[config.mk]
export PLATFORM = sky130hd
export DESIGN_NAME = oomq_ram
export DESIGN_NICKNAME = d
export VERILOG_FILES = /design/src/rtl/oomq_ram.sv
export SDC_FILE = /design/constraint.sdc
export NUM_CORES = 1
export LEC_CHECK = 0
export ABC_CLOCK_PERIOD_IN_PS = 1900
export BUFFER_PORTS_ARGS = -buffer_cell sky130_fd_sc_hd__buf_2
export CORE_ASPECT_RATIO = 0.8
export CORE_MARGIN = 1
export CORE_UTILIZATION = 40
export DETAILED_ROUTE_END_ITERATION = 16
export MAX_ROUTING_LAYER = met4
export PLACE_DENSITY = 0.52
export SETUP_SLACK_MARGIN = 0.02
export SYNTH_ARGS = -nofsm -noshare
export SYNTH_HDL_FRONTEND = slang
export SYNTH_SLANG_ARGS = --single-unit
[constraint.sdc]
create_clock -name clock -period 1.9 [get_ports clock]
set_input_delay 0.19 -clock clock [delete_from_list [all_inputs] [get_ports clock]]
set_output_delay 0.19 -clock clock [all_outputs]
set_load 0.02 [all_outputs]
[src/rtl/oomq_ram.sv]
// ----------------------------------------------------------------------------
// oomq_ram
// Generic single-write, single-read RAM with registered read data.
// ----------------------------------------------------------------------------
module oomq_ram #(
   parameter int WIDTH = 8,
   parameter int DEPTH = 16,
   localparam int AW = (DEPTH > 1) ? $clog2(DEPTH) : 1
) (
   input  logic             clock,
   input  logic             wr_en,
   input  logic [AW-1:0]    wr_addr,
   input  logic [WIDTH-1:0] wr_data,
   input  logic [AW-1:0]    rd_addr,
   output logic [WIDTH-1:0] rd_data
);

   logic [WIDTH-1:0] mem [DEPTH];
   logic [WIDTH-1:0] rd_data_ff;

   always_ff @(posedge clock) begin
      if (wr_en) begin
         mem[wr_addr] <= wr_data;
      end
      rd_data_ff <= mem[rd_addr];
   end

   assign rd_data = rd_data_ff;

endmodule

==> impl_results.md <==
* Status: complete, no violations
* Initial DRC Count at 205
* Die area at 13300 µm²
* Fraction of power spent switching nets at 0.206
* Fin crit period at 1.39 ns
* Critical Path, Cell by Cell: mux4_1, a22oi_1, nand2_1
* Yosys warning total at 0
* Yosys top cell area share at 0.747
* Worst Path Max Fanout at 1
* CTS tree: yes
* Routability cong. at 0.707
* Gr usage total at 0.181
* Final Max Tran Viols at 0
* Io pins at 26
* Antenna violations before repair at 0
* # DRC at 0
* I/O Buffers at 25
* Initial Utilization at 0.417
* CP peak stage delay at 0.52 ns
* Combinational fraction of design power at 0.050
* Worst Path Arrival at 1.69 ns
* GRT overflow at 0
* CP delay by family, top: multiplexers
* Final Cycle Share at 0.731
* Top cells by count, synth: edfxtp_1, mux4_2, a22oi_1
* Syn_area_per_cell at 22.5 µm²
* Max-slew headroom at 0.684
* Most common cell in the netlist: edfxtp_1
* Post CTS Setup Buffer Count at 0
* Drt wl/cell at 22.0 µm
* Vias in the first global route at 2454
* Post-CTS Resized at 0
* Post-route setup TNS at 0 ns
* Largest net degree at the start of global routing at 23
* Worst-path clk slew at 0.06 ns
* Worst-margin pin slew at 0.473 ns
* DRT Pass-1 Iters at 5
* Critical path class: reg2reg
* Synthesis-to-layout area growth at 19.8%
* Post-synth EDFFs at 128
* CTS max path bufs at 2
* Power density over cell area at 1100 nW/µm²
* Setup violations, final at 0
* Post-cts hold buffer count at 0
* Primary FF master, synth: edfxtp_1
* Syn_nets at 247
* CTS buffer count at 17
* Yosys cell types at 19
* Slowest-stage cell, CP: mux4_1
* Sequential share of the synthesized area at 0.778
* Post-Synthesis Cells at 229
* DP Cell Count at 437
* Pre-CTS setup slack at 0.257 ns
* Share of layout cells above drive strength 1 at 0.322
* Post-Layout Cell Count at 469
* Nets at 303
* Cell Area, Synth at 5150 µm²
* Fraction of registers with async set/reset at 0
* Clk sink count at 136
* Clk network pwr share at 0.453
* Switching power at 1.40 mW
* CTS H-tree lvls at 4
* Unrepaired setup endpoints after global routing: false
* Sequential Power Share at 0.496
* Vias per inst at 5.06
* Antenna viol nets, final at 0
* Core area at 12300 µm²
* Vias post-DR at 2372
* CP required at 2.20 ns
* CP Capture Type: flip-flop
* Clk_lat worst skew at 0.42 ns
* HP Class: in2reg
* First-pass GRT wire length at 15500 µm
* Static leakage at 2.10 nW
* Power Internal at 5.41 mW
* Startpoint Class: flip-flop
* VDD IR-drop max at 0.628 mV
* Post-Route WL at 10300 µm
* Yosys reg bits at 136
* Die Y at 103 µm
* Core Util, Final at 0.500
* Die width at 129 µm
* Max_cap viols at 0
* Clock skew at 0.0133 ns
* Fmax at 720 MHz
* Area contributors post-synth: edfxtp_1, mux4_2, mux4_1
* Sum of net half-perimeters after detailed placement at 6550 µm
* Area leader, netlist: edfxtp_1
* Diode count at 0
* Total power at 6.81 mW
* Final WS setup at 0.510 ns
* Final Hold Viols at 0
* Worst path buffer plus inverter count at 0
* Root Driver: clkbuf_16
* Std-Cell Rows at 36
## worst register-to-register path, stage by stage, from the launching register on
cell and delay (ns):
edfxtp_1 0.38, mux4_1 0.52, a22oi_1 0.29, nand2_1 0.08
## metrics by stage
stage	cell area (µm²)	hold slack [ns]
floorplan	5150	0.289
global placement	5600	0.590
detailed placement	5600	0.598
CTS	6170	0.156
global route	6170	0.158
finish	6170	0.165
## final timing paths
kind                             start              endpoint  depth (start not counted)  slack (ns)
setup / recovery  mem[10][4]$_DFFE_PP_    rd_data[4]$_DFF_P_                          3        0.51
hold / removal              wr_data[5]  mem[10][5]$_DFFE_PP_                          1        0.17
setup reg to reg  mem[10][4]$_DFFE_PP_    rd_data[4]$_DFF_P_                          3        0.51
hold reg to reg   mem[11][3]$_DFFE_PP_    rd_data[3]$_DFF_P_                          3        0.67
## metal layers
| layer | part of all wire | global-route usage | up-vias |
|---|---|---|---|
| li1 | - | - | 1088 |
| met1 | 0.47 | 0.244 | 1226 |
| met2 | 0.47 | 0.262 | 52 |
| met3 | 0.052 | 0.0576 | 6 |
| met4 | 0.0055 | 0.0570 | 0 |
| met5 | 0 | - | - |
## flip-flops by register name (all words and copies together), names as in the netlist
register  cells
rd_data       8
mem         128
## final cells by class
| type | count | area [µm²] |
|---|---|---|
| fillers | 1030 | 6180 |
| flip-flops and latches | 136 | 4000 |
| multi-input cells | 83 | 1060 |
| clock buffers | 18 | 429 |
| repair buffers | 47 | 328 |
| well taps | 171 | 214 |
| clock inverters | 14 | 134 |
## cell families (layout without fill, tap and decap cells)
logic type,Yosys count,count (layout),share of synthesized area
and+or+nand+nor,35,35,0.0318
DFF,136,136,0.778
buffers and inverters,10,79,0.0168
AOI/OAI and AO/OA,16,16,0.0233
muxes,32,32,0.150
## power by group through the flow
stage	Clock, mW	Combinational [mW]	Sequential [mW]
6_report	3.09	0.343	3.38
3_5_place_dp	0	0.350	3.44
2_1_floorplan	0	0.170	3.46
4_1_cts	3.15	0.351	3.38
3_3_place_gp	0	0.347	3.44
5_1_grt	3.29	0.375	3.38
## cells in the final DEF, fill, tap and decap left out
cell        Yosys  final
nor2_1         13     13
nand3b_1        2      2
nand2_1         9      9
nand2b_1        2      2
clkinv_1        0      1
nor3_1          4      4
and2_1          1      1
dfxtp_1         8      8
clkinv_4        0      2
a22oi_1        16     16
clkbuf_16       0     17
buf_12          0      3
clkinv_2        0      6
bufinv_16       0      2
clkinvlp_4      0      3
clkbuf_1        0      1
mux4_2         18     18
and2b_1         1      1
nor2b_1         1      1
edfxtp_1      128    128
buf_2           3     25
buf_4           1     19
or3b_2          1      1
nand3_1         1      1
mux4_1         14     14
Note: power is estimated with default switching activity, not from simulation.
